### src/hw/rtl/skhm_pkg.sv
`timescale 1ns / 1ps
package skhm_pkg;

  // Result status codes.
  localparam logic [2:0] ST_FOUND    = 3'd0;
  localparam logic [2:0] ST_ABSENT   = 3'd1;
  localparam logic [2:0] ST_INSERTED = 3'd2;
  localparam logic [2:0] ST_REPLACED = 3'd3;
  localparam logic [2:0] ST_FULL     = 3'd4;

  // Operation codes.
  localparam logic OP_GET = 1'b0;
  localparam logic OP_SET = 1'b1;

  // FNV-1a 64 constants. The prime is 2^40 + 0x1b3, so a multiply by it is
  // a 40-bit shift plus a narrow product.
  localparam logic [63:0] FNV_BASIS    = 64'hcbf29ce484222325;
  localparam int unsigned FNV_SHIFT    = 40;
  localparam logic [63:0] FNV_PRIME_LO = 64'h00000000000001b3;

  // Commands from the controller to the datapath.
  typedef struct packed {
    logic       clr_wr;
    logic       load;
    logic       hash_step;
    logic       mod_step;
    logic       bkt_rd;
    logic       entry_rd;
    logic       insert;
    logic       replace;
    logic       advance;
    logic       res_set;
    logic [2:0] res_code;
    logic       out_load;
  } skhm_cmd_t;

  // Status from the datapath to the controller.
  typedef struct packed {
    logic clr_last;
    logic hash_last;
    logic mod_last;
    logic is_set;
    logic occ;
    logic idx_ok;
    logic can_insert;
    logic key_eq;
    logic probe_last;
  } skhm_stat_t;

endpackage

### src/hw/rtl/skhm_ctrl.sv
`timescale 1ns / 1ps
module skhm_ctrl import skhm_pkg::*; (
  input  logic       clk_i,
  input  logic       rst_ni,
  input  logic       in_valid_i,
  output logic       in_stall_o,
  output logic       out_valid_o,
  input  logic       out_stall_i,
  input  skhm_stat_t stat_i,
  output skhm_cmd_t  cmd_o
);

  localparam logic [2:0] S_CLEAR   = 3'd0;
  localparam logic [2:0] S_IDLE    = 3'd1;
  localparam logic [2:0] S_HASH    = 3'd2;
  localparam logic [2:0] S_MOD     = 3'd3;
  localparam logic [2:0] S_BKT_RD  = 3'd4;
  localparam logic [2:0] S_BKT_CHK = 3'd5;
  localparam logic [2:0] S_KEY_CHK = 3'd6;
  localparam logic [2:0] S_DONE    = 3'd7;

  logic [2:0] state_q, state_d;
  logic       out_valid_q, out_valid_d;
  logic [2:0] miss_code;

  assign miss_code  = stat_i.is_set ? ST_FULL : ST_ABSENT;
  assign in_stall_o = (state_q != S_IDLE);

  // Sequencer for the clear sweep, hashing, reduction and probing.
  always_comb begin
    state_d = state_q;
    cmd_o   = '0;
    unique case (state_q)
      S_CLEAR: begin
        cmd_o.clr_wr = 1'b1;
        if (stat_i.clr_last) begin
          state_d = S_IDLE;
        end
      end
      S_IDLE: begin
        if (in_valid_i) begin
          cmd_o.load = 1'b1;
          state_d    = S_HASH;
        end
      end
      S_HASH: begin
        cmd_o.hash_step = 1'b1;
        if (stat_i.hash_last) begin
          state_d = S_MOD;
        end
      end
      S_MOD: begin
        cmd_o.mod_step = 1'b1;
        if (stat_i.mod_last) begin
          state_d = S_BKT_RD;
        end
      end
      S_BKT_RD: begin
        cmd_o.bkt_rd = 1'b1;
        state_d      = S_BKT_CHK;
      end
      S_BKT_CHK: begin
        if (!stat_i.occ) begin
          // Empty bucket ends the probe: insert or report a miss.
          cmd_o.res_set = 1'b1;
          if (stat_i.is_set && stat_i.can_insert) begin
            cmd_o.insert   = 1'b1;
            cmd_o.res_code = ST_INSERTED;
          end else begin
            cmd_o.res_code = miss_code;
          end
          state_d = S_DONE;
        end else if (stat_i.idx_ok) begin
          cmd_o.entry_rd = 1'b1;
          state_d        = S_KEY_CHK;
        end else if (stat_i.probe_last) begin
          cmd_o.res_set  = 1'b1;
          cmd_o.res_code = miss_code;
          state_d        = S_DONE;
        end else begin
          cmd_o.advance = 1'b1;
          state_d       = S_BKT_RD;
        end
      end
      S_KEY_CHK: begin
        if (stat_i.key_eq) begin
          cmd_o.res_set = 1'b1;
          if (stat_i.is_set) begin
            cmd_o.replace  = 1'b1;
            cmd_o.res_code = ST_REPLACED;
          end else begin
            cmd_o.res_code = ST_FOUND;
          end
          state_d = S_DONE;
        end else if (stat_i.probe_last) begin
          cmd_o.res_set  = 1'b1;
          cmd_o.res_code = miss_code;
          state_d        = S_DONE;
        end else begin
          cmd_o.advance = 1'b1;
          state_d       = S_BKT_RD;
        end
      end
      S_DONE: begin
        // Move the result into the output register once it is free.
        if (!out_valid_q || !out_stall_i) begin
          cmd_o.out_load = 1'b1;
          state_d        = S_IDLE;
        end
      end
      default: begin
        state_d = S_IDLE;
      end
    endcase
  end

  // Output valid holds until the result transaction completes.
  always_comb begin
    out_valid_d = out_valid_q;
    if (cmd_o.out_load) begin
      out_valid_d = 1'b1;
    end else if (out_valid_q && !out_stall_i) begin
      out_valid_d = 1'b0;
    end
  end

  always_ff @(posedge clk_i or negedge rst_ni) begin
    if (!rst_ni) begin
      state_q     <= S_CLEAR;
      out_valid_q <= 1'b0;
    end else begin
      state_q     <= state_d;
      out_valid_q <= out_valid_d;
    end
  end

  assign out_valid_o = out_valid_q;

`ifndef SYNTH
  // An accepted transaction always starts hashing in the next cycle.
  a_load_hash: assert property (@(posedge clk_i) disable iff (!rst_ni)
    cmd_o.load |=> (state_q == S_HASH))
    else $error("accepted transaction did not start hashing");

  // A result is never loaded over one that is still stalled.
  a_no_overwrite: assert property (@(posedge clk_i) disable iff (!rst_ni)
    cmd_o.out_load |-> (!out_valid_q || !out_stall_i))
    else $error("output overwritten while stalled");

  // A pending result is recorded before it is presented.
  a_res_before_out: assert property (@(posedge clk_i) disable iff (!rst_ni)
    cmd_o.res_set |=> (state_q == S_DONE))
    else $error("result recorded outside the finishing path");
`endif

endmodule

### config.mk
export PLATFORM = sky130hd
export DESIGN_NAME = skhm_ctrl
export DESIGN_NICKNAME = d
export VERILOG_FILES = /design/src/hw/rtl/skhm_pkg.sv /design/src/hw/rtl/skhm_ctrl.sv
export SDC_FILE = /design/constraint.sdc
export NUM_CORES = 1
export LEC_CHECK = 0
export ABC_AREA = 1
export BUFFER_PORTS_ARGS = -buffer_cell sky130_fd_sc_hd__buf_2
export CELL_PAD_IN_SITES_DETAIL_PLACEMENT = 0
export CELL_PAD_IN_SITES_GLOBAL_PLACEMENT = 1
export CORE_MARGIN = 1
export CORE_UTILIZATION = 28
export CTS_CLUSTER_SIZE = 24
export DETAILED_ROUTE_END_ITERATION = 10
export PLACE_DENSITY = 0.79
export SYNTH_ARGS = -nofsm -noshare
export SYNTH_HDL_FRONTEND = slang
export SYNTH_SLANG_ARGS = --single-unit
### constraint.sdc
create_clock -name clk_i -period 3.6 [get_ports clk_i]
set_clock_uncertainty 0.1 [all_clocks]
set_input_delay 0.72 -clock clk_i [delete_from_list [all_inputs] [get_ports clk_i]]
set_output_delay 0.72 -clock clk_i [all_outputs]
set_load 0.05 [all_outputs]
==> results of run 1 <==
-- worst max-delay path, cell delays in order (launching register included) --
cell     delay [ns]
dfrtp_1        0.50
nand2_1        0.16
nor2_4         0.16
nand3_1        0.11
nand2_1        0.08
nand3_1        0.06
nand2_1        0.05
buf_2          0.25
-- cell families (layout without fill, tap and decap cells) --
| family | after synthesis | count (layout) | synth area share [%] |
|---|---|---|---|
| compound gates | 4 | 4 | 4.442 |
| buf+inv | 23 | 52 | 18.52 |
| flops | 4 | 4 | 19.75 |
| simple gates | 64 | 64 | 57.28 |
-- through the flow --
stage | area, um2 | total power (W)
after floorplan | 506.7 | 0.0004243
after global placement | 663.1 | 0.0005000
after detailed placement | 663.1 | 0.0004958
after CTS | 685.7 | 0.0005506
after global routing | 685.7 | 0.0006071
final | 685.7 | 0.0005487
-- cell usage in the layout, fill, tap and decap left out, types with 2 or more instances in the layout --
| master | Yosys | layout |
|---|---|---|
| inv_1 | 17 | 17 |
| clkbuf_4 | 0 | 3 |
| dfrtp_1 | 4 | 4 |
| inv_2 | 3 | 3 |
| nor2_2 | 2 | 2 |
| nand3_1 | 11 | 11 |
| nor2_1 | 10 | 10 |
| buf_2 | 0 | 28 |
| nand2_2 | 2 | 2 |
| nand2_1 | 33 | 33 |
-- registers in the layout, summed over array words and instances (netlist names) --
register and count:
out_valid_o 1, state_q 3
-- power by group --
part	internal (W)	switching [W]
Sequential	0.0000647	0.0000308
Combinational	0.000102	0.000300
Clock	0.0000371	0.0000148
-- worst paths after layout --
| path | to | from | cells past startpoint |
|---|---|---|---|
| max in group asynchronous | state_q[2]$_DFFE_PN0P_ | rst_ni | 1 |
| max reg2reg | state_q[0]$_DFFE_PN0P_ | state_q[2]$_DFFE_PN0P_ | 7 |
| min in group clk_i | out_valid_o$_DFFE_PN0P_ | out_valid_o$_DFFE_PN0P_ | 2 |
| min | out_valid_o$_DFFE_PN0P_ | rst_ni | 1 |
| max | cmd_o[3] | state_q[0]$_DFFE_PN0P_ | 7 |
| min reg2reg | out_valid_o$_DFFE_PN0P_ | out_valid_o$_DFFE_PN0P_ | 2 |
-- routing by layer --
metal | up-vias | GRT usage, % | part of all wire (%)
li1 | 349 | - | -
met1 | 257 | 19.90 | 53
met2 | 20 | 19.71 | 42
met3 | 0 | 1.224 | 5.6
met4 | 0 | 1.818 | 0
met5 | - | 0 | 0
-- layout make-up --
cell class | instances | area share [%]
Multi-Input combinational cell | 68 | 45.62
Timing Repair Buffer | 28 | 20.44
Sequential cell | 4 | 14.60
Inverter | 21 | 11.50
Tap cell | 25 | 4.562
Clock buffer | 3 | 3.285
==> impl_results.md, run 1 <==
- Max Clk Rate: 0.4146 GHz
- # diodes: 0
- Final Hold Vio Count: 0
- Largest net degree at the start of global routing: 11
- DRC Markers: 0
- Yosys top cell area share: 24.44%
- Post-synth top area cell: nand2_1
- Post-layout min period: 2.412 ns
- I/O Buffers: 28
- First-pass GRT wire length: 2.001 mm
- Setup Buffers After CTS: 0
- Clk slew on worst S/H paths: 0.04 ns
- CTS Hold Bufs: 0
- Gr usage total: 12.92%
- EDFF count, synth: 0
- Vias/cell: 4.201
- Crit path max fanout: 8
- Multi-input logic area: 312.8 um2
- Vias: between 600 and 700
- Leakage power: 0.4898 nW
- Initial Util: between 20% and 30%
- RSZ-0062 raised after global routing: false
- FF+latch count, synth: 4
- Resize count post-CTS: 0
- TritonCTS clock tree: done
- Chip Height: between 40 and 50 um
- Syn Std Cell Area: 506.7 um2
- Synthesis Warnings: 0
- Pre-Repair DR Iteration Count: 4
- Cell Count Post-Placement: 146
- Max-slew violation count: 0
- Post-Syn Nets: 108
- Vias in the first global route: around 490
- CTS H-tree lvls: 1
- Power Dens Cells: 800.3 nW/um2
- Site row count: 15
- Pre-CTS setup slack: 1.243 ns
- Final WL: between 1 and 1.5 mm
- IO Pins: 29
- Layout cells sized above 1: 33.06%
- Status: finished, final reports clean
- Crit Path Category: register to output port
- Slew @ Worst Pin: 0.2945 ns
- Setup TNS: 0 ns
- DRT iter0 DRCs: 17
- Initial antenna violation count: 0
- Worst EP required: 2.78 ns
- Final Setup Violations: 0
- Clock root cell: clkbuf_4
- Mean routed wirelength per cell: 7.846 um
- Dominant cells by area after synthesis: nand2_1 24%, dfrtp_1 20%, inv_1 13%, nand3_1 11%, nor2_1 7.4%
- Slew headroom: 80.37%
- Primary FF master, synth: dfrtp_1
- Die width: approximately 45 um
- Max-cap violations: 0
- Hold Slack: 0.1928 ns
- Avg Inst Size Synth: 5.334 um2
- Die Area: 1984 um2
- Storage element area: 100.1 um2
- Finished Core Util: 40.15%
- HPWL Detailed: 992.8 um
- Worst Path Arrival: 1.59 ns
- Final Non-Filler Cells: 149
- Placer Congestion: between 0.7 and 0.8
- Hold Crit Class: input port to asynchronous set/reset pin
- R2R Setup Slk: 2.24 ns
- Core Area: 1708 um2
- Post-synthesis cell count: 95
- Unique masters post-synth: 20
- Overflow after GRT: 0
- CP startpoint kind: register
- Total clock sinks: 4
- Clock buffer depth: 2
- Syn-to-layout area delta: 35.31%
- Clk Latency, worst-skew pair: 0.22 ns
- TritonCTS Buffers: 3
- Sequential share of the synthesized area: 19.75%
- Layout Nets: about 140
- Remaining antenna violation count: 0
- Post-synth top cells: 33 x nand2_1, 17 x inv_1, 11 x nand3_1
- Worst Setup End Kind: output port
- Async SR Flop Fraction: 100.0%
- Count leader, synth: nand2_1
- Worst vdd ir: 0.0003499 V
- Fillcell total: 199
- Tcrit/Tclk final: 67.00%
- Post-route setup slack: 1.188 ns
No activity file was read; power rests on OpenSTA's default activity.
==> inputs of run 2 (changes only) <==
- CORE_UTILIZATION: 28 -> 23
- PLACE_DENSITY: 0.79 -> 0.69
- clock period: 3.6 -> 2.1 ns (I/O delays scaled with it)
==> impl_results.md, run 2 (synthesis gave the netlist of run 1 again) <==
- Status: finished, final reports clean
- Vias: 663
- Crit path max fanout: 5
- Core Area: about 2000 um2
- Vias in the first global route: about 500
- Slew headroom: roughly 83%
- Clock root cell: clkbuf_4
- Site row count: 16
- Initial Util: ~25%
- Clk Latency, worst-skew pair: 0.24 ns
- Critical path, cell by cell: inv_4 > nand2_2 > nor2_4 > nand3_1 > nand2_1 > nand3_1 > nand2_1 > buf_6
- Mean routed wirelength per cell: around 9 um
- Remaining antenna violation count: 0
- Syn-to-layout area delta: 48.89%
- DRC Markers: 0
- Final Hold Vio Count: 0
- Post-route setup slack: 0.1094 ns
- Tcrit/Tclk final: 94.79%
- IO Pins: 29
- Max-slew violation count: 0
- Max-cap violations: 0
- Max FFs per register: 3
- Slew @ Worst Pin: 0.2495 ns
- TritonCTS Buffers: 3
- # diodes: 0
- Worst Path Arrival: ~1.5 ns
- Hold Crit Class: input port to register
- Fillcell total: roughly 240
- Worst vdd ir: 0.0005086 V
- Die width: between 40 and 50 um
- Most frequent cells in the layout: 32 x nand2_1, 24 x buf_2, 17 x inv_1
- Vias/cell: 4.277
- I/O Buffers: 28
- Cell Count Post-Placement: 148
- Gr usage total: 11.30%
- Worst EP required: 1.58 ns
- Clock buffer depth: 2
- Post-layout min period: approximately 2 ns
- CTS H-tree lvls: 1
- TritonCTS clock tree: done
- Chip Height: 48.94 um
- Pre-Repair DR Iteration Count: 4
- Final WL: 1.370 mm
- DRT iter0 DRCs: 6
- Crit Path Category: register to output port
- Placed inst area: 678.2 um2
- Layout cells sized above 1: a little under 40%
- Hold Slack: approximately 0.31 ns
- CP startpoint kind: register
- Max Clk Rate: around 0.50 GHz
- Total clock sinks: 4
- Placer Congestion: 0.7640
- Overflow after GRT: 0
- Largest net degree at the start of global routing: 11
- Layout Nets: roughly 140
- Leakage power: 0.5071 nW
- Power Dens Cells: 1360 nW/um2
- Pre-CTS setup slack: 0.2179 ns
- Final Setup Violations: 0
- Commonest non-fill, non-tap cell in the layout: nand2_1
- HPWL Detailed: approximately 1.1 mm
- Top reg by flops: state_q
- Finished layout cell area: 754.5 um2
- CP max stage delay: 0.43 ns
- Clk slew on worst S/H paths: 0.04 ns
- Worst Setup End Kind: output port
- Slowest cell on crit path: dfrtp_2
- Die Area: 2395 um2
- Initial antenna violation count: 0
- First-pass GRT wire length: 2.097 mm
- Final Non-Filler Cells: 155
-- run 2: cell types whose count changed in the layout (fill, tap and decap cells not counted), sizes merged --
cell and delta:
dlygate4sd3 +1, clkbuf +1, buf +2
-- run 2: where the power goes --
| part | internal (W) | leakage, nW | switching (W) | total, W |
|---|---|---|---|---|
| clock | 0.0000641 | 0.0138 | 0.0000346 | 0.0000987 |
| combinational | 0.000218 | 0.444 | 0.000543 | 0.000761 |
| sequential | 0.000115 | 0.0490 | 0.0000507 | 0.000166 |
| total | 0.000397 | 0.507 | 0.000629 | 0.00103 |
-- run 2: final timing paths --
kind | startpoint | to | slack (ns) | cells after the start
max | state_q[1]$_DFFE_PN0P_ | cmd_o[3] | 0.11 | 8
min | out_stall_i | out_valid_o$_DFFE_PN0P_ | 0.31 | 3
max reg2reg | state_q[1]$_DFFE_PN0P_ | state_q[0]$_DFFE_PN0P_ | 0.70 | 9
min reg2reg | out_valid_o$_DFFE_PN0P_ | out_valid_o$_DFFE_PN0P_ | 0.39 | 2
max in group asynchronous | rst_ni | state_q[1]$_DFFE_PN0P_ | 1.36 | 2
min in group asynchronous | rst_ni | state_q[0]$_DFFE_PN0P_ | 0.41 | 2
-- run 2: area by class of cell --
class                      count  area, um2  area share (%)
timing repair buffer          32      186.4           24.71
sequential                     4      102.6           13.60
inverter                      21      81.33           10.78
clock buffer                   3      22.52           2.985
tap                           27      33.78           4.478
multi-input combinational     68      327.8           43.45
-- run 2: worst max-delay path, delay by kind of cell, from the launching register on --
| family | cells | cell delay, ns |
|---|---|---|
| AND/OR/NAND/NOR | 6 | 0.57 |
| flip-flops | 1 | 0.43 |
| buffers and inverters | 2 | 0.23 |
-- run 2: metal layers --
layer / vias to the layer above / wire length, um / GRT usage [%]
met5: - / 0 / 0
met4: 0 / 18 / 5.882
met3: 3 / 54 / 3.115
met2: 15 / 610 / 16.44
met1: 288 / 687 / 15.04
li1: 357 / - / -
-- run 2: what timing repair did --
action	in CTS	in global routing
hold endpoints to repair	4	0
setup buffers	0	3
hold buffers	1	0
gates resized for setup	3	6
endpoints found under the setup margin	3	5
pin swaps	0	2
-- run 2: through the flow --
| stage | TNS [ns] | util, % | power, W |
|---|---|---|---|
| after global placement | 0 | 33.54 | 0.0008686 |
| after detailed placement | 0 | 33.54 | 0.0008664 |
| after floorplan | -0.01200 | - | 0.0007346 |
| final | 0 | 37.31 | 0.001026 |
| after global routing | -0.008123 | 37.31 | 0.001111 |
| after CTS | 0 | 35.52 | 0.0009735 |
==> inputs of run 3 (changes only) <==
- CTS_BUF_LIST: not set -> sky130_fd_sc_hd__clkbuf_8 sky130_fd_sc_hd__clkbuf_16
==> impl_results.md, run 3 (synthesis gave the netlist of run 1 again) <==
- Leakage power: 0.5040 nW
- Clock buffer depth: 2
- Crit path max fanout: 5
- Tcrit/Tclk final: 96.40%
- Layout Nets: between 100 and 150
- Syn-to-layout area delta: 48.64%
- RSZ-0062 raised after global routing: true
- HPWL Detailed: approximately 1.1 mm
- Crit path from: state_q[1]$_DFFE_PN0P_
- Slew headroom: between 80% and 90%
- DRC Markers: 0
- I/O Buffers: 28
- Overflow after GRT: 0
- Final Setup Violations: 0
- Gr usage total: 11.10%
- Clk slew on worst S/H paths: 0.03 ns
- Pre-Repair DR Iteration Count: 4
- Core Area: 2022 um2
- Power Dens Cells: 1397 nW/um2
- TritonCTS clock tree: done
- Most frequent cells in the layout: 33 x nand2_1, 24 x buf_2, 17 x inv_1
- Hold Crit Class: input port to register
- DRT iter0 DRCs: 12
- Crit Path Category: register to output port
- TritonCTS Buffers: 3
- WHS Endpoint: out_valid_o$_DFFE_PN0P_
- Fillcell total: 236
- Final Hold Vio Count: 0
- Worst Setup End Kind: output port
- Status: finished, final reports clean
- Worst EP required: 1.58 ns
- Slew @ Worst Pin: 0.2494 ns
- Commonest non-fill, non-tap cell in the layout: nand2_1
- Vias: around 660
- HP Start: out_stall_i
- Hold path depth: 3
- Largest net degree at the start of global routing: 11
- CP startpoint kind: register
- Worst vdd ir: between 0.0005 and 0.0006 V
- Total clock sinks: 4
- R2R Setup Slk: 0.73 ns
- Layout cells sized above 1: 37.30%
- Clk Latency, worst-skew pair: roughly 0.22 ns
- Placed inst area: 678.2 um2
- Die width: ~50 um
- Vias/cell: between 4 and 5
- Placer Congestion: ~0.76
- Reg2reg start: state_q[2]$_DFFE_PN0P_
- Worst r2r dst: state_q[0]$_DFFE_PN0P_
- Initial antenna violation count: 0
- Top reg by flops: state_q
- Final Non-Filler Cells: 153
- Chip Height: 48.94 um
- Post-layout min period: between 2 and 2.5 ns
- Max FFs per register: 3
- Finished layout cell area: 753.2 um2
- Final WL: 1.323 mm
- Mean routed wirelength per cell: just under 9 um
- Remaining antenna violation count: 0
- Vias in the first global route: 510
- Max-cap violations: 0
- Max Clk Rate: 0.4940 GHz
- Worst Path Arrival: 1.50 ns
- Cell depth of the worst flop-to-flop path: 6
- IO Pins: 29
- Finished Core Util: between 30% and 40%
- Site row count: 16
- Die Area: roughly 2400 um2
- CTS H-tree lvls: 1
- # diodes: 0
- Clock root cell: clkbuf_8
- Max-slew violation count: 0
- Cell Count Post-Placement: 148
- Initial Util: 25.06%
- First-pass GRT wire length: about 2.1 mm
run 3: cell count changes in the layout (fill, tap and decap cells not counted):
| cell | delta |
|---|---|
| clkbuf_4 | -3 |
| clkbuf_8 | +3 |
| buf_4 | -2 |
| inv_2 | +1 |
| inv_4 | -1 |
| nand2_1 | +1 |
| nand2_2 | -1 |
run 3: final cells by class:
| type | instances | area, um2 | share of cell area (%) |
|---|---|---|---|
| Multi-Input combinational cell | 68 | 325.3 | 43.19 |
| Timing Repair Buffer | 30 | 171.4 | 22.76 |
| Sequential cell | 4 | 102.6 | 13.62 |
| Inverter | 21 | 78.83 | 10.47 |
| Clock buffer | 3 | 41.29 | 5.482 |
| Tap cell | 27 | 33.78 | 4.485 |
run 3: worst max-delay path by stage:
| stage | cells after the start | slack, ns | to |
|---|---|---|---|
| after floorplan | 5 | -0.01 | cmd_o[1] |
| after global placement | 8 | 0.23 | cmd_o[3] |
| after detailed placement | 8 | 0.22 | cmd_o[3] |
| after CTS | 6 | 0.02 | cmd_o[5] |
| after global routing | 8 | -0.02 | cmd_o[3] |
| final | 8 | 0.08 | cmd_o[3] |
run 3: worst max-delay path, cell delays in order (launching register included):
cell and delay (ns):
dfrtp_2 0.43, inv_2 0.08, nand2_1 0.10, nor2_4 0.17
nand3_1 0.12, nand2_1 0.09, nand3_1 0.06, nand2_1 0.07
buf_6 0.16
run 3: routing by layer:
layer  part of all wire (%)  vias up  GRT usage (%)
met4                    1.1        0          4.412
met5                      0        -              0
li1                       -      353              -
met1                     51      284          15.04
met2                     44       16          16.44
met3                    4.5        2          3.115
run 3: timing repair:
action                                  4_1_cts  5_1_grt
hold endpoints to repair                      4        0
endpoints found under the setup margin        1        5
gates resized for setup                       1        8
setup buffers                                 0        1
pin swaps                                     0        1
hold buffers                                  1        0
run 3: per-stage QoR:
stage                      power, W  hold WS (ns)  setup WS, ns   TNS, ns
after global placement    0.0008686        0.1275        0.2339         0
after global routing       0.001131        0.3493      -0.02137  -0.06119
after CTS                  0.001035        0.3275       0.01722         0
final                      0.001052        0.3254       0.07557         0
after detailed placement  0.0008664        0.1275        0.2179         0
after floorplan           0.0007346       0.02441      -0.01200  -0.01200
run 3: power by group:
| group | leakage [nW] | internal [W] | total (W) | switching (W) |
|---|---|---|---|---|
| Sequential | 0.0490 | 0.000115 | 0.000164 | 0.0000492 |
| Combinational | 0.433 | 0.000193 | 0.000726 | 0.000532 |
| Clock | 0.0216 | 0.000122 | 0.000162 | 0.0000398 |
